[src/hdl/category_leaky_bucket_limiter_defines.svh]
// Assertion macros shared by the leaky-bucket limiter RTL.
// Included by the modules that carry concurrent checks; no other dependencies.
`ifndef CATEGORY_LEAKY_BUCKET_LIMITER_DEFINES_SVH
`define CATEGORY_LEAKY_BUCKET_LIMITER_DEFINES_SVH

`ifndef SYNTH
`define LLB_ASSERT(lbl, clk, rst_n, prop, msg) \
    lbl: assert property (@(posedge clk) disable iff (!rst_n) (prop)) else $error(msg);
`define LLB_ASSERT_ALWAYS(lbl, clk, prop, msg) \
    lbl: assert property (@(posedge clk) (prop)) else $error(msg);
`else
`define LLB_ASSERT(lbl, clk, rst_n, prop, msg)
`define LLB_ASSERT_ALWAYS(lbl, clk, prop, msg)
`endif

`endif

[src/hdl/llb_pkg.sv]
// Shared widths, codes, reset values and types of the leaky-bucket limiter.
// Used by every module of the block; depends on nothing.
package llb_pkg;

    localparam int LVL_W       = 24;
    localparam int TIME_W      = 32;
    localparam int DIFF_W      = TIME_W - 1;
    localparam int OP_W        = 2;
    localparam int CAT_W       = 2;
    localparam int CFG_IDX_W   = 2;
    localparam int NUM_BUCKETS = 2;
    localparam int RC6_W       = LVL_W + 3;
    localparam int DLO_W       = 16;
    localparam int DHI_W       = DIFF_W - DLO_W;
    localparam int PLO_W       = RC6_W + DLO_W;
    localparam int PHI_W       = RC6_W + DHI_W;
    localparam int PROD_W      = RC6_W + DIFF_W;
    localparam int COST_PROD_W = 2 * LVL_W;
    localparam int COST_W      = COST_PROD_W - 16;
    localparam int SUM_W       = COST_W + 1;
    localparam int Y_SHIFT     = 3;
    localparam int Y_W         = 31;
    localparam int RECIP_W     = 26;
    localparam int RECIP_SHIFT = 32;
    localparam int QP_W        = Y_W + RECIP_W;
    localparam int Q_W         = QP_W - RECIP_SHIFT;

    // Decay of at least 2^24 empties any bucket: product >= 1000 * 2^24.
    localparam logic [PROD_W-1:0]  SAT_PRODUCT = 58'd16777216000;
    // floor(2^32 / 125); the quotient estimate is low by at most one.
    localparam logic [RECIP_W-1:0] RECIP_125   = 26'd34359738;
    localparam logic [Y_W-1:0]     DIV_125     = 31'd125;

    localparam logic [LVL_W-1:0] LVL_MAX        = '1;
    localparam logic [LVL_W-1:0] RATE_LIMIT_RST = 24'd65536;
    localparam logic [LVL_W-1:0] RATE_COST_RST  = 24'd65536;
    localparam logic [LVL_W-1:0] COST_CAT_RST   = 24'd6554;
    localparam logic [RC6_W-1:0] RC6_RST        = 27'd393216;

    localparam logic [OP_W-1:0] OP_DRAIN   = 2'd0;
    localparam logic [OP_W-1:0] OP_REQUEST = 2'd1;
    localparam logic [OP_W-1:0] OP_CLEAR   = 2'd2;

    localparam logic [CAT_W-1:0] CAT_ONE = 2'd1;
    localparam logic [CAT_W-1:0] CAT_TWO = 2'd2;

    localparam logic [CFG_IDX_W-1:0] CFG_RATE_LIMIT   = 2'd0;
    localparam logic [CFG_IDX_W-1:0] CFG_RATE_COST    = 2'd1;
    localparam logic [CFG_IDX_W-1:0] CFG_COST_CAT_ONE = 2'd2;
    localparam logic [CFG_IDX_W-1:0] CFG_COST_CAT_TWO = 2'd3;

    typedef struct packed {
        logic [LVL_W-1:0] rate_limit;
        logic [LVL_W-1:0] rate_cost;
        logic [LVL_W-1:0] cost_one;
        logic [LVL_W-1:0] cost_two;
        logic [RC6_W-1:0] rate_cost_x6;
    } cfg_t;

    typedef struct packed {
        logic [OP_W-1:0]  op;
        logic [CAT_W-1:0] cat;
    } item_t;

    function automatic logic is_limited_cat(input logic [CAT_W-1:0] cat);
        return (cat == CAT_ONE) || (cat == CAT_TWO);
    endfunction

    function automatic logic is_request(input item_t it);
        return (it.op == OP_REQUEST) && is_limited_cat(it.cat);
    endfunction

endpackage

[src/hdl/llb_decay.sv]
// Four-stage pipeline computing the request cost and the drain amount of each beat.
// Depends on llb_pkg; the drain is rate_cost * 6 * elapsed / 1000, split over stages.
module llb_decay (
    input  logic                       aclk,
    input  logic                       aresetn,
    input  llb_pkg::cfg_t              cfg,
    input  logic                       in_valid,
    output logic                       in_ready,
    input  llb_pkg::item_t             in_item,
    input  logic [llb_pkg::DIFF_W-1:0] in_diff,
    output logic                       out_valid,
    input  logic                       out_ready,
    output llb_pkg::item_t             out_item,
    output logic [llb_pkg::COST_W-1:0] out_cost,
    output logic [llb_pkg::LVL_W-1:0]  out_decay,
    output logic                       out_sat
);
    import llb_pkg::*;

    logic v1_reg, v2_reg, v3_reg, v4_reg;
    logic rdy1, rdy2, rdy3, rdy4;

    item_t             item1_reg, item2_reg, item3_reg, item4_reg;
    logic [COST_W-1:0] cost1_reg, cost2_reg, cost3_reg, cost4_reg;
    logic [PLO_W-1:0]  plo1_reg;
    logic [PHI_W-1:0]  phi1_reg;
    logic              sat2_reg, sat3_reg, sat4_reg;
    logic [Y_W-1:0]    y2_reg, y3_reg;
    logic [Q_W-1:0]    q3_reg;
    logic [LVL_W-1:0]  decay4_reg;

    logic [LVL_W-1:0]       base;
    logic [COST_PROD_W-1:0] cost_prod;
    logic [PROD_W-1:0]      prod;
    logic [QP_W-1:0]        qprod;
    logic [Y_W-1:0]         rem;
    logic [LVL_W-1:0]       decay_next;

    assign rdy4     = !v4_reg || out_ready;
    assign rdy3     = !v3_reg || rdy4;
    assign rdy2     = !v2_reg || rdy3;
    assign rdy1     = !v1_reg || rdy2;
    assign in_ready = rdy1;

    always_comb begin
        base      = (in_item.cat == CAT_TWO) ? cfg.cost_two : cfg.cost_one;
        cost_prod = COST_PROD_W'(base) * COST_PROD_W'(cfg.rate_cost);
        prod      = (PROD_W'(phi1_reg) << DLO_W) + PROD_W'(plo1_reg);
        qprod     = QP_W'(y2_reg) * QP_W'(RECIP_125);
        rem       = y3_reg - (Y_W'(q3_reg) * DIV_125);
        decay_next = (rem >= DIV_125) ? LVL_W'(q3_reg + 1'b1) : LVL_W'(q3_reg);
    end

    always_ff @(posedge aclk) begin
        if (!aresetn) begin
            v1_reg <= 1'b0;
            v2_reg <= 1'b0;
            v3_reg <= 1'b0;
            v4_reg <= 1'b0;
        end else begin
            if (rdy1) v1_reg <= in_valid;
            if (rdy2) v2_reg <= v1_reg;
            if (rdy3) v3_reg <= v2_reg;
            if (rdy4) v4_reg <= v3_reg;
        end
    end

    always_ff @(posedge aclk) begin
        if (rdy1) begin
            item1_reg <= in_item;
            cost1_reg <= cost_prod[COST_PROD_W-1:16];
            plo1_reg  <= PLO_W'(cfg.rate_cost_x6) * PLO_W'(in_diff[DLO_W-1:0]);
            phi1_reg  <= PHI_W'(cfg.rate_cost_x6) * PHI_W'(in_diff[DIFF_W-1:DLO_W]);
        end
        if (rdy2) begin
            item2_reg <= item1_reg;
            cost2_reg <= cost1_reg;
            sat2_reg  <= (prod >= SAT_PRODUCT);
            y2_reg    <= prod[Y_W+Y_SHIFT-1:Y_SHIFT];
        end
        if (rdy3) begin
            item3_reg <= item2_reg;
            cost3_reg <= cost2_reg;
            sat3_reg  <= sat2_reg;
            y3_reg    <= y2_reg;
            q3_reg    <= qprod[QP_W-1:RECIP_SHIFT];
        end
        if (rdy4) begin
            item4_reg  <= item3_reg;
            cost4_reg  <= cost3_reg;
            sat4_reg   <= sat3_reg;
            decay4_reg <= decay_next;
        end
    end

    assign out_valid = v4_reg;
    assign out_item  = item4_reg;
    assign out_cost  = cost4_reg;
    assign out_decay = decay4_reg;
    assign out_sat   = sat4_reg;

endmodule

[config.mk]
export PLATFORM = sky130hd
export DESIGN_NAME = llb_decay
export DESIGN_NICKNAME = d
export VERILOG_FILES = /design/src/hdl/category_leaky_bucket_limiter_defines.svh /design/src/hdl/llb_pkg.sv /design/src/hdl/llb_decay.sv
export SDC_FILE = /design/constraint.sdc
export NUM_CORES = 2
export LEC_CHECK = 0
export BUFFER_PORTS_ARGS = -buffer_cell sky130_fd_sc_hd__buf_2
export CAP_MARGIN = 20
export CORE_ASPECT_RATIO = 0.8
export CORE_MARGIN = 3
export CORE_UTILIZATION = 65
export CTS_BUF_LIST = sky130_fd_sc_hd__clkbuf_2
export DETAILED_ROUTE_END_ITERATION = 10
export PLACE_DENSITY = 0.8
export SLEW_MARGIN = 20
export SYNTH_ARGS = -nofsm -noshare
export SYNTH_HDL_FRONTEND = slang
export SYNTH_SLANG_ARGS = --single-unit
[constraint.sdc]
create_clock -name aclk -period 11.3 [get_ports aclk]
set_clock_uncertainty 0.15 [all_clocks]
set_input_delay 1.695 -clock aclk [delete_from_list [all_inputs] [get_ports aclk]]
set_output_delay 1.695 -clock aclk [all_outputs]
set_load 0.005 [all_outputs]
==> impl_results.md <==
- Outcome: finished, final reports clean
- Share of post-route cells with drive strength above 1: 5.56%
- Synthesized Nets: between 10000 and 15000
- Iter 0 DRT Violations: between 4000 and 5000
- Required @ worst endpoint: around 12 ns
- Vias: ~53000
- CTS buffer count: 91
- Crit-path max cell delay: ~0.8 ns
- Initial antenna violation count: 9
- Via-per-instance ratio: between 5 and 6
- Crit path max-delay family: adder cells
- Sink Count: 344
- Yosys cell types: 74
- Synth async-reset ratio: 0%
- Synth Cell Area: 0.0745 mm^2
- Setup TNS: 0 ns
- Primary FF master, synth: edfxtp_1
- Drt drc: 0
- Routed wire per std cell: 19.6 um
- Type of the worst setup path: in2reg
- Port Buffers: 200
- Critical-path top delay cell: mux2_2
- Post-Route WL: 181 mm
- Post-synthesis cell count: between 7000 and 8000
- Antenna-violating nets left: 0
- Starting Density: approximately two thirds
- CTS Hold Bufs: 0
- Leading area contributor after synthesis: fa_1
- Die ar.: 0.119 mm^2
- # IOs: between 200 and 250
- TritonRoute pass-1 iters: 6
- Nets: just over 10000
- Main area contributors after synthesis: fa_1 (41%), ha_1 (14%), edfxtp_1 (14%)
- Relative slew slack: about a fifth
- Yosys top cell area share: 40.6%
- Final min period: approximately 9.5 ns
- Final Max Tran Viols: 0
- Arr. time, crit path: between 10 and 15 ns
- CP most frequent cell: fa_1
- RSZ-0062 raised after global routing: no
- Later-pin clock latency in the skew report: around 1.2 ns
- Die H: 309 um
- Tightest Pin Transition: around 1.2 ns
- Max-Cap Viols: 0
- Worst-path clk slew: roughly 0.13 ns
- CTS tree: built
- Met2 global-route usage: slightly below 50%
- Clock Path Buffers: 3
- Period utilisation layout: between 80% and 90%
- H-Tree Depth: 3
- Root Buffer Master: clkbuf_2
- Startpoint types: input port
- Core Rows: between 100 and 150
- Busiest grt layer: met2
- Postcts setup bufs: 0
- Die X-Extent: slightly below 400 um
- Vias in the first global route: 56400
- Core ar.: 0.113 mm^2
- Post-synth EDFFs: between 300 and 400
- Routability Congestion: between 0.9 and 1
- Met3 Usage GRT: between 8 and 9%
- Detailed placement HPWL: ~140 mm
- Largest net degree at the start of global routing: 69
- Post_cts resized: 0
- Setup violators final: 0
- Worst Hold Margin: ~0.23 ns
- Critical path buffers and inverters: 8
- Seq/Total Area, Yosys: around 14%
- First-pass GRT wire length: 295 mm
- Area growth syn-to-layout: 4.06%
- Syn Area/Cell: 9.77 um^2
- Met1 track demand over resource: 44.6%
- Max reg flops: between 40 and 50
- Register bit count reported by yosys: 344
- Gr usage total: between 30% and 40%
- Worst Path Max Fanout: 24
- Final hold viol count: 0
- FMAX: ~110 MHz
- Worst hold path type: reg2reg
- Yosys Warn Count: 0
- Crit. End Element: flip-flop
- Grt total ovfl: 0
layout make-up:
| type | instances | area (um^2) |
|---|---|---|
| Clock inverter | 43 | 314 |
| Clock buffer | 122 | 611 |
| Inverter | 1911 | 7170 |
| Multi-Input combinational cell | 5089 | 56000 |
| Fill cell | 8558 | 35600 |
| Timing Repair Buffer | 236 | 1270 |
| Tap cell | 1512 | 1890 |
| Antenna cell | 7 | 17.5 |
| Sequential cell | 344 | 10300 |
placed cells by master, fill, tap and decap left out, types with 122 or more instances in the layout:
| cell type | instances |
|---|---|
| a21oi_1 | 175 |
| and2_1 | 615 |
| buf_2 | 200 |
| clkbuf_2 | 122 |
| edfxtp_1 | 340 |
| fa_1 | 1513 |
| ha_1 | 836 |
| inv_1 | 1909 |
| nand2_1 | 926 |
| nor2_1 | 123 |
| xnor2_1 | 126 |
synth_stat cells (8+ instances only):
| cell | instances |
|---|---|
| or3_1 | 11 |
| clkbuf_1 | 281 |
| mux2_2 | 26 |
| nand3_1 | 50 |
| nor3_1 | 33 |
| inv_1 | 1911 |
| fa_1 | 1513 |
| nand2b_1 | 31 |
| nor4_1 | 12 |
| o2111ai_1 | 9 |
| edfxtp_1 | 340 |
| ha_1 | 836 |
| o211ai_1 | 12 |
| a21oi_1 | 175 |
| or2_2 | 8 |
| xor2_1 | 51 |
| o31ai_1 | 10 |
| o21a_1 | 32 |
| nand2_1 | 928 |
| a211oi_1 | 15 |
| nor2b_1 | 29 |
| and3_1 | 25 |
| a211o_1 | 9 |
| a21o_1 | 100 |
| o21bai_1 | 25 |
| nor2_1 | 123 |
| a31oi_1 | 23 |
| nand4_1 | 43 |
| xnor2_1 | 126 |
| o21ai_0 | 102 |
| and2_1 | 615 |
kinds of logic (layout without fill, tap and decap cells):
kind of cell	after synthesis	count (layout)	share of synthesized area, %
flops	344	344	13.8
xor+xnor	177	177	2.08
compound gates	597	597	5.24
simple gates	1937	1937	12.7
other cells	0	7	0
mux	29	29	0.433
fa+ha+maj	2349	2349	54.7
buf+inv	2197	2312	11.1
per-layer routing:
metal / vias up / wire, um / part of all wire, %
met4: 6 / 5320 / 2.9
met2: 2748 / 81800 / 45
li1: 23200 / - / -
met5: - / 41 / 0.023
met3: 411 / 20400 / 11
met1: 26300 / 73900 / 41
metrics by stage:
step                      setup slack, ns  std cells  util [%]  cell area, um^2
after floorplan                      1.61       7630         -            74500
after global placement              0.753       9092      67.7            76600
after detailed placement            0.625       9092      67.7            76600
after CTS                            2.01       9257      68.5            77500
after global routing                 1.57       9262      68.5            77500
final                                1.79       9264      68.6            77600
final timing paths:
kind,startpoint,end,slack [ns],cells past startpoint
worst max-delay path,in_item[0],cost1_reg[31]$_DFFE_PP_,1.79,30
worst min-delay path,cost3_reg[20]$_DFFE_PP_,out_cost[20]$_DFFE_PP_,0.23,0
worst max register to register,q3_reg[0]$_DFFE_PP_,out_decay[19]$_DFFE_PP_,3.43,19
worst min register to register,cost3_reg[20]$_DFFE_PP_,out_cost[20]$_DFFE_PP_,0.23,0
Power is not shown: default switching activity piles up to over one toggle a cycle in this logic, so the estimate is an artifact.
