$ cat src/hdl/category_leaky_bucket_limiter_defines.svh
// Assertion macros shared by the leaky-bucket limiter RTL.
// Included by the modules that carry concurrent checks; no other dependencies.
`ifndef CATEGORY_LEAKY_BUCKET_LIMITER_DEFINES_SVH
`define CATEGORY_LEAKY_BUCKET_LIMITER_DEFINES_SVH

`ifndef SYNTH
`define LLB_ASSERT(lbl, clk, rst_n, prop, msg) \
    lbl: assert property (@(posedge clk) disable iff (!rst_n) (prop)) else $error(msg);
`define LLB_ASSERT_ALWAYS(lbl, clk, prop, msg) \
    lbl: assert property (@(posedge clk) (prop)) else $error(msg);
`else
`define LLB_ASSERT(lbl, clk, rst_n, prop, msg)
`define LLB_ASSERT_ALWAYS(lbl, clk, prop, msg)
`endif

`endif

$ cat src/hdl/llb_pkg.sv
// Shared widths, codes, reset values and types of the leaky-bucket limiter.
// Used by every module of the block; depends on nothing.
package llb_pkg;

    localparam int LVL_W       = 24;
    localparam int TIME_W      = 32;
    localparam int DIFF_W      = TIME_W - 1;
    localparam int OP_W        = 2;
    localparam int CAT_W       = 2;
    localparam int CFG_IDX_W   = 2;
    localparam int NUM_BUCKETS = 2;
    localparam int RC6_W       = LVL_W + 3;
    localparam int DLO_W       = 16;
    localparam int DHI_W       = DIFF_W - DLO_W;
    localparam int PLO_W       = RC6_W + DLO_W;
    localparam int PHI_W       = RC6_W + DHI_W;
    localparam int PROD_W      = RC6_W + DIFF_W;
    localparam int COST_PROD_W = 2 * LVL_W;
    localparam int COST_W      = COST_PROD_W - 16;
    localparam int SUM_W       = COST_W + 1;
    localparam int Y_SHIFT     = 3;
    localparam int Y_W         = 31;
    localparam int RECIP_W     = 26;
    localparam int RECIP_SHIFT = 32;
    localparam int QP_W        = Y_W + RECIP_W;
    localparam int Q_W         = QP_W - RECIP_SHIFT;

    // Decay of at least 2^24 empties any bucket: product >= 1000 * 2^24.
    localparam logic [PROD_W-1:0]  SAT_PRODUCT = 58'd16777216000;
    // floor(2^32 / 125); the quotient estimate is low by at most one.
    localparam logic [RECIP_W-1:0] RECIP_125   = 26'd34359738;
    localparam logic [Y_W-1:0]     DIV_125     = 31'd125;

    localparam logic [LVL_W-1:0] LVL_MAX        = '1;
    localparam logic [LVL_W-1:0] RATE_LIMIT_RST = 24'd65536;
    localparam logic [LVL_W-1:0] RATE_COST_RST  = 24'd65536;
    localparam logic [LVL_W-1:0] COST_CAT_RST   = 24'd6554;
    localparam logic [RC6_W-1:0] RC6_RST        = 27'd393216;

    localparam logic [OP_W-1:0] OP_DRAIN   = 2'd0;
    localparam logic [OP_W-1:0] OP_REQUEST = 2'd1;
    localparam logic [OP_W-1:0] OP_CLEAR   = 2'd2;

    localparam logic [CAT_W-1:0] CAT_ONE = 2'd1;
    localparam logic [CAT_W-1:0] CAT_TWO = 2'd2;

    localparam logic [CFG_IDX_W-1:0] CFG_RATE_LIMIT   = 2'd0;
    localparam logic [CFG_IDX_W-1:0] CFG_RATE_COST    = 2'd1;
    localparam logic [CFG_IDX_W-1:0] CFG_COST_CAT_ONE = 2'd2;
    localparam logic [CFG_IDX_W-1:0] CFG_COST_CAT_TWO = 2'd3;

    typedef struct packed {
        logic [LVL_W-1:0] rate_limit;
        logic [LVL_W-1:0] rate_cost;
        logic [LVL_W-1:0] cost_one;
        logic [LVL_W-1:0] cost_two;
        logic [RC6_W-1:0] rate_cost_x6;
    } cfg_t;

    typedef struct packed {
        logic [OP_W-1:0]  op;
        logic [CAT_W-1:0] cat;
    } item_t;

    function automatic logic is_limited_cat(input logic [CAT_W-1:0] cat);
        return (cat == CAT_ONE) || (cat == CAT_TWO);
    endfunction

    function automatic logic is_request(input item_t it);
        return (it.op == OP_REQUEST) && is_limited_cat(it.cat);
    endfunction

endpackage

$ cat src/hdl/llb_cfg.sv
// Configuration register file of the leaky-bucket limiter.
// Depends on llb_pkg; also keeps rate_cost times six for the drain multiplier.
module llb_cfg (
    input  logic                          aclk,
    input  logic                          aresetn,
    input  logic                          cfg_we,
    input  logic [llb_pkg::CFG_IDX_W-1:0] cfg_addr,
    input  logic [llb_pkg::LVL_W-1:0]     cfg_wdata,
    output llb_pkg::cfg_t                 cfg
);
    import llb_pkg::*;

    cfg_t cfg_reg;
    cfg_t cfg_next;

    always_comb begin
        cfg_next = cfg_reg;
        if (cfg_we) begin
            unique case (cfg_addr)
                CFG_RATE_LIMIT: cfg_next.rate_limit = cfg_wdata;
                CFG_RATE_COST: begin
                    cfg_next.rate_cost    = cfg_wdata;
                    cfg_next.rate_cost_x6 = (RC6_W'(cfg_wdata) << 2) + (RC6_W'(cfg_wdata) << 1);
                end
                CFG_COST_CAT_ONE: cfg_next.cost_one = cfg_wdata;
                CFG_COST_CAT_TWO: cfg_next.cost_two = cfg_wdata;
                default: cfg_next = cfg_reg;
            endcase
        end
    end

    always_ff @(posedge aclk) begin
        if (!aresetn) begin
            cfg_reg.rate_limit   <= RATE_LIMIT_RST;
            cfg_reg.rate_cost    <= RATE_COST_RST;
            cfg_reg.cost_one     <= COST_CAT_RST;
            cfg_reg.cost_two     <= COST_CAT_RST;
            cfg_reg.rate_cost_x6 <= RC6_RST;
        end else begin
            cfg_reg <= cfg_next;
        end
    end

    assign cfg = cfg_reg;

endmodule

$ cat config.mk
export PLATFORM = sky130hd
export DESIGN_NAME = llb_cfg
export DESIGN_NICKNAME = d
export VERILOG_FILES = /design/src/hdl/category_leaky_bucket_limiter_defines.svh /design/src/hdl/llb_pkg.sv /design/src/hdl/llb_cfg.sv
export SDC_FILE = /design/constraint.sdc
export NUM_CORES = 1
export LEC_CHECK = 0
export ABC_CLOCK_PERIOD_IN_PS = 4400
export BUFFER_PORTS_ARGS = -buffer_cell sky130_fd_sc_hd__buf_4
export CAP_MARGIN = 20
export CORE_MARGIN = 1
export CORE_UTILIZATION = 25
export CTS_CLUSTER_DIAMETER = 120
export DETAILED_ROUTE_END_ITERATION = 12
export SLEW_MARGIN = 20
export SYNTH_ARGS = -nofsm -noshare
export SYNTH_HDL_FRONTEND = slang
export SYNTH_SLANG_ARGS = --single-unit
$ cat constraint.sdc
create_clock -name aclk -period 4.4 [get_ports aclk]
set_input_delay 0.22 -clock aclk [delete_from_list [all_inputs] [get_ports aclk]]
set_output_delay 0.22 -clock aclk [all_outputs]
set_load 0.1 [all_outputs]
==> metrics.csv, run 1 <==
metric,value,unit
post_cts_resized,0,
min_period_over_period,51.85,%
fin_util,34.52,%
min_period,2.282,ns
path_clk_slew,0.06,ns
start_util,25.42,%
synth.distinct_cells,51,
grt_pass1_wl,27810,um
drv_cap,0,
num_rows,53,
relSlewSlack,32.77,%
die_h,148.0,um
rsz0062_at_grt,no,
wirelength,18000,um
worstHoldPathType,in -> reg,
powerDensity,441.0,nW/um2
grt_remaining_overflow,0,
syn_avg_cell_area,7.699,um2
async_reset_ff_share,0,%
vias_per_cell,4.693,
fin_nets,877,
synth.cell_area,5328,um2
whs,0.09089,ns
ant_nets,0,
crit_fanout,6,
grt_pass1_vias,4885,
synth_area_leader_cell,dfxtp_1,
worstHoldStart,cfg_wdata[0],
cp-end-kind,flop,
dpl.hpwl,12660,um
layout_setup_ws,2.118,ns
antenna_found_initial,0,
yosysWarnings,0,
p_int,2.091,mW
sw_frac_of_total,34.45,%
r2r_cells,3,
synth.top_cell.area_share,45.47,%
reg2reg_slack,3.42,ns
seq_area_frac_synth,45.47,%
routed-via-count,5209,
die_w,148.0,um
wl_met1,8209,um
r2r_end,cfg[17],
synth_area_leaders,"dfxtp_1 45%, nand2_1 16%, a21oi_1 11%, ha_1 5.9%, clkbuf_1 2.7%",
start_kind,primary input,
largest_register_ffs,121,
p_total,3.190,mW
vdd_drop_max,248.5,uV
finalClockSkew,0,ns
cts_buffers,17,
synth-seq-cells,121,
wl_met3,1029,um
clock_path_buffers,2,
portBuffers,150,
core,20960,um2
synth_cells,692,
place_area,6679,um2
p_sw,1.099,mW
hold_viol,0,
setup_viol,0,
cts_num_sinks,121,
insertion_delay,0.42,ns
cp_data_arrival_time,2.59,ns
drc_errors,0,
dr_wl_met2,8622,um
min_to,cfg[75],
reg2reg_from,cfg[17],
critPathKind,in -> reg,
post_drt_wl_per_cell,16.21,um
drtPass1Iterations,5,
nFillCells,2283,
final_cell_area,7233,um2
dpl_worst_slack,1.705,ns
cts-root-buf,clkbuf_16,
layoutNonFillerInstCount,1110,
cp.required,4.71,ns
synth_nets,747,
fmax,438.3,MHz
synth-edff-count,0,
synth_flop_cell,dfxtp_1,
n_antenna_cell,0,
hold-path-cell-count,3,
layout_common_cells,"234 x nand2_1, 154 x buf_4, 121 x dfxtp_1",
gp_congestion,0.8353,
maxUsedRoutingLayer,met4,
final_common_cell,nand2_1,
drive_above_1_share,23.47,%
cts_hold_repair.buffers,0,
grt_max_degree,57,
p_comb_share,22.6,%
grt.total_usage,16.73,%
worstMarginPinSlew,1.006,ns
clockPowerShare,40.9,%
syn_to_final_growth,35.77,%
final.setup.tns,0,ns
postCtsSetupBuffers,0,
drv_slew,0,
status,"finished, final reports clean",
numPlacedInstances,1078,
cts_tree,yes,
drt_iter0_drc,305,
htree_levels,4,
num_io_pins,152,
pwr-share-seq,36.5,%
leakagePower,3.040,nW
die-area,21900,um2
power groups by stage:
stage	logic (mW)	registers, mW	clock network [mW]
3_3_place_gp	0.722	1.19	0
6_report	0.721	1.16	1.30
2_1_floorplan	0.226	1.50	0
3_5_place_dp	0.723	1.19	0
4_1_cts	0.726	1.16	1.33
5_1_grt	0.766	1.17	1.38
cells by family after synthesis:
kind of cell	synth area share (%)
flops	45.47
buf+inv	4.180
xor+xnor	2.466
compound gates	18.74
other cells	0.07039
simple gates	22.83
fa+ha+maj	6.247
cell usage after synthesis (all sizes together) (2+ instances only):
cell type,count
ha,25
nand2,234
inv,14
or3,2
and3,2
buf,4
a21oi,116
a211oi,5
o221ai,2
nor3b,2
clkbuf,39
and2,3
xor2,8
o21ai,19
nor2,12
o211ai,2
or4,3
nor3,4
or2,4
a21o,7
a221o,2
o21bai,2
a31oi,5
a311oi,2
nand4,2
dfxtp,121
nand3,27
o31ai,2
a32oi,2
xnor2,7
how the worst max path moves through the flow:
stage	startpoint	end	slack, ns	cells after the start
6_report	cfg_wdata[5]	cfg[21]	2.12	9
5_1_grt	cfg_wdata[5]	cfg[21]	2.00	9
4_1_cts	cfg_wdata[5]	cfg[21]	2.15	9
3_5_place_dp	cfg_wdata[5]	cfg[21]	1.70	9
3_3_place_gp	cfg_wdata[5]	cfg[21]	1.73	9
2_1_floorplan	cfg_wdata[4]	cfg[19]	2.04	8
final cells by class:
type	instances	area, um2	share of cell area [%]
Clock buffer	23	488.0	6.746
Timing Repair Buffer	154	1156	15.98
Tap cell	275	344.1	4.757
Sequential cell	121	2422	33.49
Multi-Input combinational cell	514	2703	37.36
Clock inverter	9	66.31	0.9168
Inverter	14	53.80	0.7438
routing by layer:
layer,global-route usage [%],vias up
li1,-,2609
met1,21.52,2433
met2,27.84,151
met3,4.105,16
met4,4.227,0
met5,0,-
critical path: stages:
cell     delay [ns]
buf_4          0.14
ha_1           0.32
nand2_1        0.08
o31a_1         0.33
a221o_1        0.38
a221o_2        0.44
a21oi_2        0.27
o21ai_0        0.13
a32o_1         0.26
(Power assumes the default switching activity.)
==> run 2: changes to the inputs <==
--- a/config.mk
+++ b/config.mk
@@ -5,7 +5,7 @@
 export SDC_FILE = /design/constraint.sdc
 export NUM_CORES = 1
 export LEC_CHECK = 0
-export ABC_CLOCK_PERIOD_IN_PS = 4400
+export ABC_CLOCK_PERIOD_IN_PS = 2150
 export BUFFER_PORTS_ARGS = -buffer_cell sky130_fd_sc_hd__buf_4
 export CAP_MARGIN = 20
 export CORE_MARGIN = 1
==> constraint.sdc (replaced) <==
create_clock -name aclk -period 2.15 [get_ports aclk]
set_input_delay 0.1075 -clock aclk [delete_from_list [all_inputs] [get_ports aclk]]
set_output_delay 0.1075 -clock aclk [all_outputs]
set_load 0.1 [all_outputs]
==> run 2 against run 1 <==
  * Worst setup slack got worse by 2.1 ns
  * Clock power increased by 140%
  * Die area is the same
  * Flip-flop and latch count unchanged
  * Count of clock-buffer cells in the layout is 5 lower
  * Sequential share of layout area shrank 2.5 points
  * First-iteration DRC count grew 16%
  * Cell area rose by 8.2%
  * Hold slack worse by 0.081 ns
  * Register-to-register slack worse by 2.3 ns
  * Final cell count up 5.5%
  * Combinational power increased by 120%
==> metrics.csv, run 2 (same netlist as run 1, synthesis figures left out) <==
metric,value,unit,change
n_antenna_cell,0,,unchanged
cp.required,2.51,ns,-2.20 ns
nFillCells,2211,,-3.2%
pwr-share-seq,33.8,%,-2.7 points
wirelength,19070,um,+6.0%
start_kind,primary input,,
worstHoldPathType,in -> reg,,
layout_common_cells,"234 x nand2_1, 203 x buf_4, 121 x dfxtp_1",,
core,20960,um2,unchanged
start_util,25.42,%,unchanged
fmax,469.0,MHz,
setup_viol,0,,unchanged
final.setup.tns,0,ns,unchanged
portBuffers,150,,unchanged
grt_max_degree,51,,-11%
cts_buffers,17,,unchanged
p_sw,2.338,mW,+110%
routed-via-count,5422,,+4.1%
cp-end-kind,flop,,
antenna_found_initial,0,,unchanged
die-area,21900,um2,unchanged
hold_viol,0,,unchanged
htree_levels,4,,unchanged
clock_path_buffers,2,,unchanged
num_rows,53,,unchanged
drive_above_1_share,28.24,%,+4.8 points
gp_congestion,0.8306,,-0.56%
p_int,4.726,mW,+130%
drt_iter0_drc,354,,+16%
final_common_cell,nand2_1,,
num_io_pins,152,,unchanged
cts_tree,yes,,
p_comb_share,22.8,%,+0.2 points
cp_num_buf_inv,2,,+1
insertion_delay,0.42,ns,about the same
relSlewSlack,56.95,%,+24 points
drv_slew,0,,unchanged
critPathKind,in -> reg,,
min_period_over_period,99.18,%,
syn_to_final_growth,46.88,%,
worstHoldStart,cfg_wdata[8],,
sw_frac_of_total,33.09,%,-1.4 points
leakagePower,3.381,nW,+11%
crit_start,cfg_wdata[14],,
finalClockSkew,0,ns,unchanged
fin_nets,938,,+7.0%
reg2reg_from,cfg[17],,
ant_nets,0,,unchanged
status,"finished, final reports clean",,
grt.total_usage,17.34,%,+0.60 points
path_clk_slew,0.06,ns,about the same
grt_pass1_wl,28730,um,+3.3%
drc_errors,0,,unchanged
cp_data_arrival_time,2.49,ns,-0.10 ns
die_h,148.0,um,unchanged
slowest_delay,0.54,ns,+0.10 ns
fin_util,37.34,%,+2.8 points
crit_slowest_cell,dlygate4sd3_1,,
largest_register_ffs,121,,unchanged
powerDensity,902.8,nW/um2,+100%
p_total,7.064,mW,+120%
worstMarginPinSlew,0.6434,ns,-0.3623 ns
min_period,2.132,ns,
crit_family,simple AND/OR/NAND/NOR gates,,
reg2reg_slack,1.17,ns,-2.25 ns
post_drt_wl_per_cell,16.29,um,+0.46%
clockPowerShare,43.5,%,+2.6 points
dpl.hpwl,13680,um,+8.1%
vias_per_cell,4.630,,-1.3%
drv_cap,0,,unchanged
die_w,148.0,um,unchanged
cts-root-buf,clkbuf_16,,
rsz0062_at_grt,yes,,
crit_chain,dlygate4sd3_1 > buf_4 > ha_1 > a21o_1 > a21oi_2 > o21ai_1 > or3_1 > or4_1 > nand3_1,,
drtPass1Iterations,5,,unchanged
cts_num_sinks,121,,unchanged
crit_fanout,6,,unchanged
grt_remaining_overflow,0,,unchanged
vdd_drop_max,521.1,uV,+110%
grt_pass1_vias,4985,,+2.0%
[run 2: what timing repair did]
action,CTS,global route
hold buffers,11,1
endpoints found under the hold margin,38,1
setup buffers,0,1
setup endpoints to repair,0,8
gates resized for setup,0,7
[run 2: path summary, 6_finish.rpt]
path	cells after the start	to
max	9	cfg[23]
min	3	cfg[35]
max reg2reg	3	cfg[17]
min reg2reg	2	cfg[64]
[run 2: stage by stage]
stage,hold WS (ns),std cells,worst slack (ns),instance area (um2)
final,0.009759,1171,0.01762,7825
after global routing,0.008104,1171,-0.05859,7825
after CTS,0.004397,1169,0.01098,7779
after detailed placement,0.4183,1126,-0.3207,7043
after global placement,0.4112,1126,-0.2652,7043
after floorplan,0.2315,692,0.006035,5340
[run 2: tightest hold or removal path: stages]
cell     delay [ns]
buf_4          0.15
nand2_1        0.06
nand3_1        0.07
[run 2: routing by layer]
layer	GRT usage [%]	part of all wire, %
met5	0	0
met1	22.70	44
met4	5.670	2.1
met3	4.414	6.4
met2	27.65	47
[run 2: area by class of cell]
| cell class | count | area, um2 | area share (%) |
|---|---|---|---|
| Inverter | 14 | 52.55 | 0.6716 |
| Timing Repair Buffer | 215 | 1644 | 21.01 |
| Clock buffer | 18 | 429.2 | 5.484 |
| Sequential cell | 121 | 2422 | 30.96 |
| Tap cell | 275 | 344.1 | 4.397 |
| Multi-Input combinational cell | 514 | 2736 | 34.97 |
| Clock inverter | 14 | 196.4 | 2.510 |
[run 2: power by group through the flow]
stage	clock network, mW	logic, mW	registers (mW)
final	3.07	1.61	2.39
after global routing	3.24	1.70	2.39
after CTS	3.14	1.60	2.39
after detailed placement	0	1.57	2.43
after global placement	0	1.57	2.43
after floorplan	0	0.464	3.07
==> run 3: changes to the inputs <==
--- a/config.mk
+++ b/config.mk
@@ -5,6 +5,7 @@
 export SDC_FILE = /design/constraint.sdc
 export NUM_CORES = 1
 export LEC_CHECK = 0
+export ABC_AREA = 1
 export ABC_CLOCK_PERIOD_IN_PS = 2150
 export BUFFER_PORTS_ARGS = -buffer_cell sky130_fd_sc_hd__buf_4
 export CAP_MARGIN = 20
==> run 3 against run 2 <==
  * Clock power down 8.1%
  * Total power grew 1.3%
  * Critical path depth up 5
  * Register-to-register slack improved by 0.28 ns
  * Fmax up 7.9%
  * First-iteration DRC count decreased by 11%
  * Area after synthesis increased by 12%
  * Clock skew unchanged
  * Critical path type unchanged
  * Highest routed layer unchanged
==> metrics.csv, run 3 <==
metric,value,unit,change
status,"finished, final reports clean",,
drt_iter0_drc,315,,-11%
worstHoldStart,cfg_wdata[1],,
reg2reg_slack,1.45,ns,+0.28 ns
seq_area,2422,um2,unchanged
min_period,1.975,ns,-0.1569 ns
htree_levels,4,,unchanged
cts_num_sinks,121,,unchanged
reg2reg_from,cfg[19],,
r2r_end,cfg[19],,
setup_viol,0,,unchanged
nFillCells,2545,,+15%
n_antenna_cell,0,,unchanged
clock_path_buffers,2,,unchanged
synth-seq-cells,121,,unchanged
synth_area_leaders,"dfxtp_1 41%, nor2_1 14%, nand2_1 13%, o21ai_0 7.4%, inv_1 6.4%",,
synth.distinct_cells,31,,-39%
path_common_cell,nand2_1,,
cts_buffers,17,,unchanged
crit_family,simple AND/OR/NAND/NOR gates,,
cp.depth,14,,+5
synth-edff-count,0,,unchanged
syn_to_final_growth,36.30,%,
postCtsSetupBuffers,0,,unchanged
die-area,24420,um2,+12%
numPlacedInstances,1349,,+20%
vias_per_cell,4.420,,-4.5%
dpl.hpwl,15490,um,+13%
synth_flop_cell,dfxtp_1,,
crit_fanout,5,,-1
drc_errors,0,,unchanged
fin_nets,1116,,+19%
grt.total_usage,17.57,%,+0.23 points
slowest_delay,0.54,ns,about the same
grt_pass1_vias,5833,,+17%
wirelength,21180,um,+11%
relSlewSlack,40.70,%,-16 points
synth_area_leader_cell,dfxtp_1,,
path_clk_slew,0.05,ns,about the same
cp_num_buf_inv,3,,+1
largest_register_ffs,121,,unchanged
layout_setup_ws,0.1745,ns,+0.1569 ns
insertion_delay,0.41,ns,about the same
finalClockSkew,0,ns,unchanged
powerDensity,882.4,nW/um2,-2.3%
core,23400,um2,+12%
synth_cells,904,,+31%
ant_nets,0,,unchanged
yosysWarnings,0,,unchanged
seq_area_frac_synth,40.72,%,-4.8 points
routed-via-count,6153,,+13%
min_period_over_period,91.88,%,-7.3 points
crit_start,cfg_wdata[0],,
die_h,156.3,um,+5.6%
rsz0062_at_grt,no,,
layoutNonFillerInstCount,1392,,+19%
cp_data_arrival_time,2.29,ns,-0.20 ns
worstHoldPathType,in -> reg,,
drive_above_1_share,18.55,%,-9.7 points
synth.most_common_cell,nor2_1,,
layout_common_cells,"220 x nor2_1, 200 x nand2_1, 160 x buf_4",,
drv_cap,0,,unchanged
dpl_worst_slack,0.2497,ns,+0.5704 ns
leakagePower,4.224,nW,+25%
start_kind,primary input,,
yosys-top-cells-count,"220 x nor2_1, 201 x nand2_1, 121 x dfxtp_1",,
portBuffers,150,,unchanged
grt_pass1_wl,32410,um,+13%
grt_remaining_overflow,0,,unchanged
post_drt_wl_per_cell,15.21,um,-6.6%
synth_nets,959,,+28%
cp-end-kind,flop,,
drtPass1Iterations,5,,unchanged
syn_avg_cell_area,6.581,um2,-15%
start_util,25.42,%,about the same
final.setup.tns,0,ns,unchanged
die_w,156.3,um,+5.6%
num_rows,56,,+5.7%
cts_tree,yes,,
synth.cell_area,5949,um2,+12%
final_common_cell,nor2_1,,
critPathKind,in -> reg,,
crit_slowest_cell,dlygate4sd3_1,,
worstMarginPinSlew,0.8886,ns,+0.2452 ns
crit_chain,dlygate4sd3_1 > buf_4 > ha_1 > fa_2 > nand2_1 > nand2_1 > nand3_1 > nand2_1 > nand2_1 > nand3_1 > nand2_1 > nand3_1 > nand2_1 > inv_1,,
gp_congestion,0.9492,,+14%
setup.worst_path.end,cfg[24],,
antenna_found_initial,0,,unchanged
drv_slew,0,,unchanged
hold_viol,0,,unchanged
num_io_pins,152,,unchanged
multi_input_area,2988,um2,+9.2%
synth.top_cell.area_share,40.72,%,-4.8 points
cts-root-buf,clkbuf_16,,
fmax,506.2,MHz,+7.9%
vdd_drop_max,526.3,uV,+1.0%
r2r_cells,4,,+1
async_reset_ff_share,0,%,unchanged
grt_max_degree,100,,+96%
hold-path-cell-count,3,,unchanged
cp.required,2.47,ns,-0.04 ns
run 3: changes by cell type after synthesis, moves of 5 or more:
cell and delta:
o21ai_0 +74, a21oi_1 -91, inv_1 +88, nor2_1 +208, a211oi_1 -5, nand2_1 -33
xnor2_1 -5, nand3_1 +21, clkbuf_1 -18, buf_2 +10, a31oi_1 -5
run 3: layout make-up:
| class | count | share of cell area, % |
|---|---|---|
| clock buffers | 21 | 5.431 |
| clock inverters | 10 | 1.574 |
| inverters | 104 | 4.814 |
| multi-input cells | 644 | 36.85 |
| flip-flops and latches | 121 | 29.87 |
| well taps | 319 | 4.922 |
| repair buffers | 173 | 16.54 |
run 3: power by group:
group	internal, mW	switching [mW]
registers	2.36	0.0628
clock network	1.80	1.02
logic	0.433	1.47
run 3: worst min-delay path by stage:
stage / slack [ns] / endpoint
2_1_floorplan: 0.23 / cfg[52]
3_3_place_gp: 0.41 / cfg[44]
3_5_place_dp: 0.42 / cfg[42]
4_1_cts: 0.001 / cfg[52]
5_1_grt: 0.02 / cfg[62]
6_report: 0.01 / cfg[52]
run 3: worst reg2reg max path, cell delays in order, from the launching register on:
cell	delay (ns)
dfxtp_1	0.33
nor2_1	0.11
nor2_1	0.05
nand2_1	0.08
inv_1	0.03
run 3: per-stage QoR:
stage	hold WS (ns)	total power, mW	utilization [%]	area [um2]
after detailed placement	0.4164	4.355	31.69	7416
after CTS	0.001236	7.212	34.63	8104
final	0.01451	7.155	34.65	8109
after global routing	0.01600	7.424	34.65	8109
after global placement	0.4092	4.355	31.69	7416
after floorplan	0.2339	3.867	-	5949
run 3: logic make-up (layout without fill, tap and decap cells):
logic type | after synthesis | in the layout | share of synthesized area [%]
fa+ha+maj | 26 | 26 | 5.594
other cells | 1 | 1 | 0.06303
compound gates | 121 | 121 | 10.35
xor+xnor | 7 | 7 | 1.031
simple gates | 489 | 489 | 33.10
buf+inv | 139 | 308 | 9.148
flops | 121 | 121 | 40.71
run 3: layer usage:
layer  global-route usage, %  up-vias  wire length [um]  part of all wire, %
met4                   7.376        0               570                  2.7
li1                        -     3135                 -                    -
met1                   22.39     2810              9602                   45
met5                       0        -                 0                    0
met2                   27.27      181              9556                   45
met3                   5.483       27              1448                  6.8
run 3: what timing repair did:
action,CTS,global route
setup endpoints to repair,0,2
hold endpoints to repair,26,0
resized for setup,0,2
hold buffers,12,0
