==> src/hdl/category_leaky_bucket_limiter_defines.svh <==
// Assertion macros shared by the leaky-bucket limiter RTL.
// Included by the modules that carry concurrent checks; no other dependencies.
`ifndef CATEGORY_LEAKY_BUCKET_LIMITER_DEFINES_SVH
`define CATEGORY_LEAKY_BUCKET_LIMITER_DEFINES_SVH

`ifndef SYNTH
`define LLB_ASSERT(lbl, clk, rst_n, prop, msg) \
    lbl: assert property (@(posedge clk) disable iff (!rst_n) (prop)) else $error(msg);
`define LLB_ASSERT_ALWAYS(lbl, clk, prop, msg) \
    lbl: assert property (@(posedge clk) (prop)) else $error(msg);
`else
`define LLB_ASSERT(lbl, clk, rst_n, prop, msg)
`define LLB_ASSERT_ALWAYS(lbl, clk, prop, msg)
`endif

`endif

==> src/hdl/llb_pkg.sv <==
// Shared widths, codes, reset values and types of the leaky-bucket limiter.
// Used by every module of the block; depends on nothing.
package llb_pkg;

    localparam int LVL_W       = 24;
    localparam int TIME_W      = 32;
    localparam int DIFF_W      = TIME_W - 1;
    localparam int OP_W        = 2;
    localparam int CAT_W       = 2;
    localparam int CFG_IDX_W   = 2;
    localparam int NUM_BUCKETS = 2;
    localparam int RC6_W       = LVL_W + 3;
    localparam int DLO_W       = 16;
    localparam int DHI_W       = DIFF_W - DLO_W;
    localparam int PLO_W       = RC6_W + DLO_W;
    localparam int PHI_W       = RC6_W + DHI_W;
    localparam int PROD_W      = RC6_W + DIFF_W;
    localparam int COST_PROD_W = 2 * LVL_W;
    localparam int COST_W      = COST_PROD_W - 16;
    localparam int SUM_W       = COST_W + 1;
    localparam int Y_SHIFT     = 3;
    localparam int Y_W         = 31;
    localparam int RECIP_W     = 26;
    localparam int RECIP_SHIFT = 32;
    localparam int QP_W        = Y_W + RECIP_W;
    localparam int Q_W         = QP_W - RECIP_SHIFT;

    // Decay of at least 2^24 empties any bucket: product >= 1000 * 2^24.
    localparam logic [PROD_W-1:0]  SAT_PRODUCT = 58'd16777216000;
    // floor(2^32 / 125); the quotient estimate is low by at most one.
    localparam logic [RECIP_W-1:0] RECIP_125   = 26'd34359738;
    localparam logic [Y_W-1:0]     DIV_125     = 31'd125;

    localparam logic [LVL_W-1:0] LVL_MAX        = '1;
    localparam logic [LVL_W-1:0] RATE_LIMIT_RST = 24'd65536;
    localparam logic [LVL_W-1:0] RATE_COST_RST  = 24'd65536;
    localparam logic [LVL_W-1:0] COST_CAT_RST   = 24'd6554;
    localparam logic [RC6_W-1:0] RC6_RST        = 27'd393216;

    localparam logic [OP_W-1:0] OP_DRAIN   = 2'd0;
    localparam logic [OP_W-1:0] OP_REQUEST = 2'd1;
    localparam logic [OP_W-1:0] OP_CLEAR   = 2'd2;

    localparam logic [CAT_W-1:0] CAT_ONE = 2'd1;
    localparam logic [CAT_W-1:0] CAT_TWO = 2'd2;

    localparam logic [CFG_IDX_W-1:0] CFG_RATE_LIMIT   = 2'd0;
    localparam logic [CFG_IDX_W-1:0] CFG_RATE_COST    = 2'd1;
    localparam logic [CFG_IDX_W-1:0] CFG_COST_CAT_ONE = 2'd2;
    localparam logic [CFG_IDX_W-1:0] CFG_COST_CAT_TWO = 2'd3;

    typedef struct packed {
        logic [LVL_W-1:0] rate_limit;
        logic [LVL_W-1:0] rate_cost;
        logic [LVL_W-1:0] cost_one;
        logic [LVL_W-1:0] cost_two;
        logic [RC6_W-1:0] rate_cost_x6;
    } cfg_t;

    typedef struct packed {
        logic [OP_W-1:0]  op;
        logic [CAT_W-1:0] cat;
    } item_t;

    function automatic logic is_limited_cat(input logic [CAT_W-1:0] cat);
        return (cat == CAT_ONE) || (cat == CAT_TWO);
    endfunction

    function automatic logic is_request(input item_t it);
        return (it.op == OP_REQUEST) && is_limited_cat(it.cat);
    endfunction

endpackage

==> src/hdl/llb_bucket.sv <==
// Bucket state and result register: drains, admits or rejects, and charges the cost.
// Depends on llb_pkg and the assertion macros.
`include "category_leaky_bucket_limiter_defines.svh"

module llb_bucket (
    input  logic                       aclk,
    input  logic                       aresetn,
    input  logic [llb_pkg::LVL_W-1:0]  rate_limit,
    input  logic                       in_valid,
    output logic                       in_ready,
    input  llb_pkg::item_t             in_item,
    input  logic [llb_pkg::COST_W-1:0] in_cost,
    input  logic [llb_pkg::LVL_W-1:0]  in_decay,
    input  logic                       in_sat,
    output logic                       out_valid,
    input  logic                       out_ready,
    output logic                       out_admitted,
    output logic [llb_pkg::LVL_W-1:0]  out_level
);
    import llb_pkg::*;

    logic [LVL_W-1:0] bucket_reg [NUM_BUCKETS];
    logic [LVL_W-1:0] bucket_next [NUM_BUCKETS];
    logic [LVL_W-1:0] drained [NUM_BUCKETS];
    logic             valid_reg;
    logic             valid_next;
    logic             admitted_reg;
    logic             admitted_next;
    logic [LVL_W-1:0] level_reg;
    logic [LVL_W-1:0] level_next;
    logic             load;
    logic             idx;
    logic             limit_on;
    logic [SUM_W-1:0] sum;

    assign in_ready = !valid_reg || out_ready;
    assign load     = in_valid && in_ready;
    assign idx      = (in_item.cat == CAT_TWO);
    assign limit_on = (rate_limit != '0);

    always_comb begin
        for (int i = 0; i < NUM_BUCKETS; i++) begin
            drained[i] = (in_sat || (bucket_reg[i] <= in_decay)) ? '0
                                                                 : bucket_reg[i] - in_decay;
        end
        sum           = SUM_W'(drained[idx]) + SUM_W'(in_cost);
        bucket_next   = bucket_reg;
        admitted_next = 1'b1;
        level_next    = '0;
        case (in_item.op)
            OP_CLEAR: begin
                bucket_next = '{default: '0};
            end
            OP_DRAIN: begin
                bucket_next = drained;
            end
            OP_REQUEST: begin
                bucket_next = drained;
                if (is_request(in_item)) begin
                    if (limit_on) begin
                        if (sum > SUM_W'(rate_limit)) begin
                            admitted_next = 1'b0;
                        end else begin
                            bucket_next[idx] = (sum > SUM_W'(LVL_MAX)) ? LVL_MAX
                                                                       : sum[LVL_W-1:0];
                        end
                    end
                    level_next = bucket_next[idx];
                end
            end
            default: begin
                bucket_next = bucket_reg;
            end
        endcase
        valid_next = in_ready ? in_valid : valid_reg;
    end

    always_ff @(posedge aclk) begin
        if (!aresetn) begin
            valid_reg  <= 1'b0;
            bucket_reg <= '{default: '0};
        end else begin
            valid_reg <= valid_next;
            if (load) begin
                bucket_reg <= bucket_next;
            end
        end
    end

    always_ff @(posedge aclk) begin
        if (load) begin
            admitted_reg <= admitted_next;
            level_reg    <= level_next;
        end
    end

    assign out_valid    = valid_reg;
    assign out_admitted = admitted_reg;
    assign out_level    = level_reg;

    `LLB_ASSERT(a_clear_empties, aclk, aresetn, load && (in_item.op == OP_CLEAR) |=> (bucket_reg[0] == '0) && (bucket_reg[1] == '0), "clear beat left a bucket nonempty")
    `LLB_ASSERT(a_reject_cause, aclk, aresetn, load && !admitted_next |-> limit_on && is_request(in_item), "rejection without an active limit")
    `LLB_ASSERT(a_charge_in_limit, aclk, aresetn, load && admitted_next && limit_on && is_request(in_item) |=> level_reg <= $past(rate_limit), "admitted level above the limit")

endmodule

==> config.mk <==
export PLATFORM = sky130hd
export DESIGN_NAME = llb_bucket
export DESIGN_NICKNAME = d
export VERILOG_FILES = /design/src/hdl/llb_pkg.sv /design/src/hdl/llb_bucket.sv
export VERILOG_INCLUDE_DIRS = /design/src /design/src/hdl
export SDC_FILE = /design/constraint.sdc
export NUM_CORES = 1
export LEC_CHECK = 0
export ABC_AREA = 1
export BUFFER_PORTS_ARGS = -buffer_cell sky130_fd_sc_hd__buf_4
export CAP_MARGIN = 40
export CORE_MARGIN = 3
export CORE_UTILIZATION = 50
export CTS_BUF_LIST = sky130_fd_sc_hd__clkbuf_8
export CTS_CLUSTER_DIAMETER = 40
export DETAILED_ROUTE_END_ITERATION = 7
export GPL_TIMING_DRIVEN = 1
export PLACE_DENSITY = 0.67
export REMOVE_ABC_BUFFERS = 1
export SLEW_MARGIN = 10
export SYNTH_ARGS = -nofsm -noshare
export SYNTH_HDL_FRONTEND = slang
export SYNTH_SLANG_ARGS = --single-unit
==> constraint.sdc <==
create_clock -name aclk -period 7.9 [get_ports aclk]
set_clock_uncertainty 0.15 [all_clocks]
set_input_delay 0.79 -clock aclk [delete_from_list [all_inputs] [get_ports aclk]]
set_output_delay 0.79 -clock aclk [all_outputs]
set_load 0.005 [all_outputs]
==> metrics.yaml, run 1 <==
cts_htree_levels: 3
rows: 51
drtAntennaViolNets: 0
place_ws_ps: 47.3
synth_cells: 1704
grt_usage_pct: 31.9
cp-start-kind: "primary input"
ys.flop_type: "dfxtp_1"
synth-seq-cells: 74
gp_congestion: 1.04
worst_slack_ps: 652
rsz0062_at_grt: "false"
use_met2_pct: 50.2
antenna_found_initial: 0
vias: 11400
largest_register_ffs: 48
area_delta_synth_final_pct: 12.6
critPathCaptureType: "register"
dpl.cell_count: 2050
avgViaCountPerCell: 5.50
async_flop_share_pct: 0
critPathMaxStageDelay_ps: 570
met1_usage_pct: 45.8
tightest_slew_ps: 697
dp_hpwl_um: 29200
crit_required_ps: 7850
nets: 1989
regArea_um2: 1730
netlist_area_um2: 10200
cts.path.max_buffers: 2
slew_violations: 0
worstPathArrival_ps: 7200
multi_input_area_um2: 7420
top_usage_layer: "met2"
clkSinkCount: 74
seq_area_frac_synth_pct: 16.9
slowest_stage: "fa_1"
num_antenna_cells: 0
portBuffers: 115
clock_latency_ps: 380
dieWidth_um: 149
cp_common_cell: "nand2_1"
holdBufCountCts: 0
start_util_pct: 51.7
postRouteWirelength_um: 36400
hold_viol_final: 0
gr-total-overflow: 0
fill_cells: 2080
hp-class: "register to register"
ir_drop_uv: 85.7
post_drt_wl_per_cell_um: 17.6
first_pass_iters: 6
status: "finished, final reports clean"
relSlewSlack_pct: 53.5
first_global_vias: 10300
cts_tree: "done"
drive_gt1_share_pct: 13.0
clk_pin_slew_worst_paths_ps: 80
instances_no_fill: 2069
cts_root_buffer: "clkbuf_8"
finalCritPeriodShare_pct: 91.8
die_y_um: 149
timing.setup.tns_ps: 0
fmax_mhz: 138
drc: 0
power_density_nw_per_um2: 98.1
r2r_cells: 39
min_period_ps: 7250
setup_viol: 0
core_um2: 19800
drt_iter0_drc: 1120
syn_avg_cell_area_um2: 6.00
use_met3_pct: 3.56
path_max_fanout: 13
max_cap_violations: 0
ios: 116
cts_inserted_buffers: 9
grt_start_max_net_pins: 70
synth_edf_count: 25
hold-path-cell-count: 2
p_leak_nw: 5.94
dieArea_um2: 22200
yosysUniqueCellTypes: 52
grt_pass1_wl_um: 55700
yosys_warnings: 0
path_class: "primary input to register"
[power by group]
| part | switching, mW | internal, mW | total, mW |
|---|---|---|---|
| registers | 0.0107 | 0.411 | 0.422 |
| logic | 0.280 | 0.161 | 0.440 |
| clock network | 0.159 | 0.109 | 0.267 |
[cells in the mapped netlist, drive strengths merged, types with 24 or more instances]
cell	n	area, µm²
nand2	557	2180
inv	222	833
nor2	163	729
a21oi	136	703
o21ai	122	652
nand3	110	571
ha	97	1210
dfxtp	49	981
xnor2	30	263
xor2	26	228
edfxtp	25	751
clkbuf	24	93.8
[timing repair]
action / CTS / global route
buffers inserted: 0 / 2
endpoints found under the setup margin: 0 / 67
gates resized for setup: 0 / 2
[layout make-up]
type | count | share of cell area [%]
repair buffers | 129 | 8.87
clock inverters | 6 | 0.261
clock buffers | 9 | 1.08
multi-input cells | 1360 | 64.5
inverters | 226 | 7.40
well taps | 265 | 2.88
flip-flops and latches | 74 | 15.0
[kinds of logic (layout without fill, tap and decap cells)]
family	Yosys count	in the layout	synth area share [%]
AND/OR/NAND/NOR	892	894	37.7
AO/OA/AOI/OAI	310	310	17.2
buffers and inverters	272	370	10.9
adder cells (fa/ha/maj)	100	100	12.5
flip-flops	74	74	16.9
XOR/XNOR	56	56	4.80
[placed cells by master, fill, tap and decap left out, types with 3 or more instances in the layout]
| cell type | synthesis | final |
|---|---|---|
| a21oi_2 | 6 | 6 |
| or2_2 | 7 | 7 |
| nor2_2 | 12 | 12 |
| inv_2 | 7 | 7 |
| ha_1 | 97 | 96 |
| edfxtp_1 | 25 | 25 |
| o21ai_2 | 11 | 11 |
| clkbuf_8 | 0 | 9 |
| nor2_8 | 4 | 4 |
| nor2_4 | 3 | 6 |
| a31oi_1 | 12 | 12 |
| nand2_4 | 4 | 5 |
| inv_1 | 215 | 217 |
| nand3b_1 | 5 | 5 |
| nand4_1 | 20 | 20 |
| dfxtp_1 | 49 | 49 |
| nand3_2 | 4 | 4 |
| nor4_1 | 5 | 5 |
| o21ai_0 | 103 | 103 |
| xor2_1 | 26 | 26 |
| fa_1 | 3 | 3 |
| o211a_1 | 3 | 3 |
| xnor2_1 | 30 | 30 |
| nor3_1 | 21 | 21 |
| a21o_1 | 10 | 10 |
| a21oi_1 | 130 | 129 |
| clkinv_1 | 4 | 3 |
| and3_1 | 3 | 3 |
| nand2_1 | 528 | 528 |
| buf_4 | 0 | 126 |
| o21ai_1 | 8 | 8 |
| nand2_2 | 25 | 24 |
| clkinv_2 | 0 | 3 |
| o21bai_1 | 7 | 7 |
| o21ba_2 | 3 | 3 |
| nand3_1 | 106 | 106 |
| nor2_1 | 144 | 143 |
| o211ai_1 | 3 | 3 |
[critical path, delay by kind of cell]
kind                     cells  cell delay [ps]
adder cells (fa/ha/maj)      4             1420
AND/OR/NAND/NOR             23             3230
buffers and inverters        6              570
AO/OA/AOI/OAI                5              900
XOR/XNOR                     1              250
[stage by stage]
stage	power [mW]	util [%]	cell area [µm²]	hold slack, ps
finish	1.13	58.2	11500	323
global route	1.20	58.2	11500	342
CTS	1.12	57.9	11500	325
detailed placement	0.860	57.1	11300	313
global placement	0.855	56.8	11200	309
floorplan	0.703	-	9950	299
[worst paths after layout]
check / startpoint / end / slack [ps]
setup reg to reg: bucket_reg[24] / out_level[22] / 780
setup / recovery: in_decay[0] / out_level[22] / 650
hold / removal: bucket_reg[21] / bucket_reg[21] / 320
hold reg to reg: bucket_reg[21] / bucket_reg[21] / 320
[per-layer routing]
layer  vias up  part of all wire, %
met1      5060                   44
li1       5743                    -
met5         -                    0
met3        74                  8.2
met2       506                   44
met4         0                  3.3
Note: power is estimated with default switching activity, not from simulation.
==> inputs of run 2 (changes only) <==
--- a/config.mk
+++ b/config.mk
@@ -7,15 +7,15 @@
 export NUM_CORES = 1
 export LEC_CHECK = 0
 export ABC_AREA = 1
-export BUFFER_PORTS_ARGS = -buffer_cell sky130_fd_sc_hd__buf_4
 export CAP_MARGIN = 40
 export CORE_MARGIN = 3
 export CORE_UTILIZATION = 50
 export CTS_BUF_LIST = sky130_fd_sc_hd__clkbuf_8
 export CTS_CLUSTER_DIAMETER = 40
 export DETAILED_ROUTE_END_ITERATION = 7
+export DONT_BUFFER_PORTS = 1
 export GPL_TIMING_DRIVEN = 1
-export PLACE_DENSITY = 0.67
+export PLACE_DENSITY = 0.62
 export REMOVE_ABC_BUFFERS = 1
 export SLEW_MARGIN = 10
 export SYNTH_ARGS = -nofsm -noshare
==> run 2 against run 1 <==
  * Cell area is 7.7% lower
  * Register-to-register slack worse by 50 ps
  * Die area stayed put
  * Sequential share of layout area is 1.3 points higher
  * Combinational power is 12% lower
  * Fmax is 1.0% higher
  * Critical path type unchanged
==> metrics.yaml, run 2 (same netlist as run 1, synthesis figures left out) <==
status: "finished, final reports clean"
instances_no_fill: 1949
antenna_found_initial: 0
gr-total-overflow: 0
rows: 51
power_density_nw_per_um2: 107
slew_violations: 0
die_y_um: 149
dp_hpwl_um: 29200
gp_congestion: 0.958
grt_start_max_net_pins: 70
first_global_vias: 10000
core_um2: 19800
drt_iter0_drc: 1141
worstPathArrival_ps: 7160
cp_common_cell: "nand2_1"
cts_inserted_buffers: 9
min_period_ps: 7180
cts.path.max_buffers: 2
highest_layer: "met4"
num_antenna_cells: 0
clk_pin_slew_worst_paths_ps: 80
fmax_mhz: 139
final_cell_mix: "528 x nand2_1, 217 x inv_1, 143 x nor2_1"
cts_tree: "done"
hold_viol_final: 0
crit_required_ps: 7890
p_leak_nw: 5.38
hold_slack_ps: 323
grt_usage_pct: 32.1
cts_root_buffer: "clkbuf_8"
drtAntennaViolNets: 0
whs_endpoint: "bucket_reg[17]"
first_pass_iters: 8
holdBufCountCts: 0
final_common_cell: "nand2_1"
wl_met2_um: 16300
finalCritPeriodShare_pct: 90.8
post_drt_wl_per_cell_um: 18.6
max_cap_violations: 0
path_max_fanout: 21
r2r-start: "bucket_reg[24]"
area_delta_synth_final_pct: 3.99
nets: 1868
cts_setup_buffers: 0
drive_gt1_share_pct: 6.77
wl_met3_um: 3170
tightest_slew_ps: 725
start_util_pct: 51.7
timing.setup.tns_ps: 0
r2r-end: "out_level[4]"
hp-start: "bucket_reg[17]"
drc: 0
path_class: "primary input to register"
hp-class: "register to register"
ff2ff_setup_slack_ps: 730
critPathMaxStageDelay_ps: 540
setup_viol: 0
r2r_cells: 41
clock_latency_ps: 390
dieArea_um2: 22200
relSlewSlack_pct: 51.6
portBuffers: 0
dpl.cell_count: 1933
vias: 10900
largest_register_ffs: 48
grt_pass1_wl_um: 55600
cp-start-kind: "primary input"
dieWidth_um: 149
clkSinkCount: 74
cts_resized: 0
ir_drop_uv: 101
critPathCaptureType: "register"
hold-path-cell-count: 2
avgViaCountPerCell: 5.61
routedLengthMet1_um: 15700
ios: 116
postRouteWirelength_um: 36200
rsz0062_at_grt: "false"
cts_htree_levels: 3
slowest_stage: "fa_1"
[run 2: cell types whose count changed in the layout (fill, tap and decap cells not counted), sizes merged]
cell / change
buf: -119
bufinv: +1
clkbuf: +3
clkinv: -1
clkinvlp: -2
nor2: -2
[run 2: area by class of cell]
type                            count  area, µm²
Clock buffer                       12        165
Fill cell                        2083       9150
Inverter                          226        848
Multi-Input combinational cell   1358       7390
Clock inverter                      4       42.5
Tap cell                          265        332
Sequential cell                    74       1730
Timing Repair Buffer               10        115
[run 2: metrics by stage]
step / utilization, % / total power, mW / area (µm²) / worst slack (ps)
6_report: 53.7 / 1.14 / 10600 / 725
5_1_grt: 53.7 / 1.20 / 10600 / 138
4_1_cts: 53.7 / 1.14 / 10600 / 795
3_5_place_dp: 52.7 / 0.813 / 10400 / 409
3_3_place_gp: 52.4 / 0.810 / 10400 / 516
2_1_floorplan: - / 0.703 / 9950 / 1160
[run 2: worst max-delay path by stage]
stage / startpoint / end / slack [ps] / cells after the start
after global routing: bucket_reg[24] / bucket_reg[32] / 140 / 44
after detailed placement: in_decay[0] / out_level[4] / 410 / 39
after floorplan: in_item[0] / out_level[10] / 1160 / 32
after CTS: in_decay[0] / out_level[4] / 790 / 39
final: in_decay[0] / out_level[4] / 720 / 40
after global placement: in_decay[0] / out_level[3] / 520 / 42
[run 2: critical path, delay by kind of cell]
family	cells	cell delay, ps
buffers and inverters	3	470
AO/OA/AOI/OAI	10	1650
AND/OR/NAND/NOR	22	2700
adder cells (fa/ha/maj)	4	1340
XOR/XNOR	1	200
[run 2: per-layer routing]
metal  track usage, %  vias up
met5                0        -
li1                 -     5501
met1             44.6     4920
met4             9.15        0
met3             5.50       52
met2             51.5      458
[run 2: where the power goes]
part	switching, mW	internal [mW]	total, mW
Combinational	0.263	0.126	0.389
Clock	0.161	0.169	0.330
Sequential	0.0126	0.411	0.424
==> inputs of run 3 (changes only) <==
--- a/config.mk
+++ b/config.mk
@@ -6,7 +6,6 @@
 export SDC_FILE = /design/constraint.sdc
 export NUM_CORES = 1
 export LEC_CHECK = 0
-export ABC_AREA = 1
 export CAP_MARGIN = 40
 export CORE_MARGIN = 3
 export CORE_UTILIZATION = 50
==> run 3 against run 2 <==
  * Sequential power down 3%
  * Utilization grew 4.7 points
  * Largest power group unchanged
  * Fmax fell by 5.8%
  * Total power shrank 8.0%
  * Combinational power fell by 20%
  * Hold slack worse by 4.5 ps
  * Routed wire length is 11% lower
  * Final cell count fell by 26%
  * First-iteration DRC count shrank 23%
==> metrics.yaml, run 3 <==
status: "finished, final reports clean"
synth-compound-area-share_pct: 29.1
async_flop_share_pct: 0
hold-path-cell-count: 2
final_cell_mix: "106 x nand2_1, 100 x buf_4, 94 x ha_1"
cts_root_buffer: "clkbuf_8"
start_util_pct: 51.5
yosys.area.top_type: "ha_1"
synth_cells: 1147
avgViaCountPerCell: 6.55
muxShareOfSynthArea_pct: 0.812
hold_viol_final: 0
worstPathArrival_ps: 7630
seq_area_frac_synth_pct: 20.1
first_pass_iters: 5
p_total_mw: 1.05
gp_congestion: 0.990
num_antenna_cells: 0
area_delta_synth_final_pct: 13.4
min_period_ps: 7620
synth_edf_count: 25
core_um2: 16800
relSlewSlack_pct: 43.4
cts_inserted_buffers: 9
ir_drop_uv: 137
synth-xor-area-share_pct: 5.99
yosys.area_share.simple_pct: 23.2
synth_adder_area_share_pct: 14.8
r2r-start: "bucket_reg[0]"
drt_iter0_drc: 884
portBuffers: 0
synth_top_family_by_area: "compound AO/OA/AOI/OAI gates"
crit_required_ps: 7910
dieArea_um2: 18900
hp-start: "bucket_reg[29]"
nets: 1399
path_class: "primary input to register"
fill_cells: 1618
clock_latency_ps: 390
worst_slack_ps: 283
cts.path.max_buffers: 2
grt_pass1_wl_um: 47800
rows: 47
cts_htree_levels: 3
critPathMaxStageDelay_ps: 550
hp-class: "register to register"
antenna_found_initial: 0
yosys_warnings: 0
gr-total-overflow: 0
die_y_um: 137
netlist_area_um2: 8630
grt_usage_pct: 33.2
place_ws_ps: -270
dieWidth_um: 137
slew_violations: 0
cts_tree: "done"
drc: 0
tightest_slew_ps: 838
postRouteWirelength_um: 32100
syn_avg_cell_area_um2: 7.52
yosysMostFrequentCell: "nand2_1"
ys.flop_type: "dfxtp_1"
r2r-end: "out_level[12]"
critPathCaptureType: "register"
finalCritPeriodShare_pct: 96.4
r2r_cells: 31
synthDominantCellAreaShare_pct: 14.1
setup_viol: 0
ios: 116
whs_endpoint: "bucket_reg[29]"
post_drt_wl_per_cell_um: 22.4
first_global_vias: 8448
clk_pin_slew_worst_paths_ps: 90
path_max_fanout: 42
synth_common_cells: "108 x nand2_1, 97 x ha_1, 81 x a21oi_1"
p_leak_nw: 4.18
synth-seq-cells: 74
vias: 9397
power_density_nw_per_um2: 107
drtAntennaViolNets: 0
max_cap_violations: 0
slowest_stage: "or4_1"
drive_gt1_share_pct: 13.3
dp_hpwl_um: 25800
fmax_mhz: 131
cp-start-kind: "primary input"
ff2ff_setup_slack_ps: 360
yosysUniqueCellTypes: 74
grt_start_max_net_pins: 43
largest_register_ffs: 48
clkSinkCount: 74
synth_top_cells_by_area: "ha_1 14%, dfxtp_1 11%, edfxtp_1 8.7%"
final_common_cell: "nand2_1"
## run 3: per-stage QoR
stage	utilization, %	instance area [µm²]	hold WS [ps]	cells	TNS, ps
3_3_place_gp	56.3	9440	291	1414	-10160
3_5_place_dp	56.3	9440	304	1415	-10310
6_report	58.4	9790	319	1435	0
4_1_cts	57.6	9650	325	1431	0
5_1_grt	58.4	9790	344	1435	-3.35
2_1_floorplan	-	8390	279	1096	-57030
## run 3: metal layers
layer	share of wire (%)	GRT usage [%]
met1	43	46.1
met2	45	52.5
met3	9.0	6.57
met4	2.7	9.65
met5	0	0
## run 3: cell families (layout without fill, tap and decap cells)
family          count (synthesis)  in the layout
fa+ha+maj                     100            100
xor+xnor                       59             59
flops                          74             74
buf+inv                       129            197
simple gates                  403            403
compound gates                375            375
mux                             7              7
## run 3: layout make-up
cell class	count	area (µm²)	share of cell area, %
clock buffers	9	124	1.27
clock inverters	7	82.6	0.844
inverters	78	293	2.99
multi-input cells	944	6490	66.3
flip-flops and latches	74	1730	17.7
well taps	220	275	2.81
repair buffers	103	787	8.04
## run 3: how the worst max path moves through the flow
stage / startpoint / to / slack [ps] / cells after the start
floorplan: in_decay[0] / bucket_reg[27] / -1160 / 31
CTS: in_decay[4] / bucket_reg[34] / 90 / 28
finish: in_decay[4] / out_level[12] / 280 / 29
global placement: in_decay[4] / bucket_reg[34] / -280 / 28
detailed placement: in_decay[4] / bucket_reg[34] / -270 / 32
global route: in_decay[4] / bucket_reg[34] / -3 / 33
## run 3: power breakdown
group | switching [mW] | internal [mW]
Sequential | 0.00731 | 0.404
Clock | 0.177 | 0.151
Combinational | 0.194 | 0.119
Total | 0.378 | 0.674
## run 3: what timing repair did
item	in CTS	in global routing
hold buffers	0	0
buffers inserted	0	4
setup endpoints to repair	0	72
gates resized for setup	0	28
## run 3: critical path, delay by kind of cell
family | cells | cell delay (ps)
AO/OA/AOI/OAI | 11 | 2800
buffers and inverters | 4 | 520
adder cells (fa/ha/maj) | 3 | 840
XOR/XNOR | 1 | 280
AND/OR/NAND/NOR | 10 | 2380
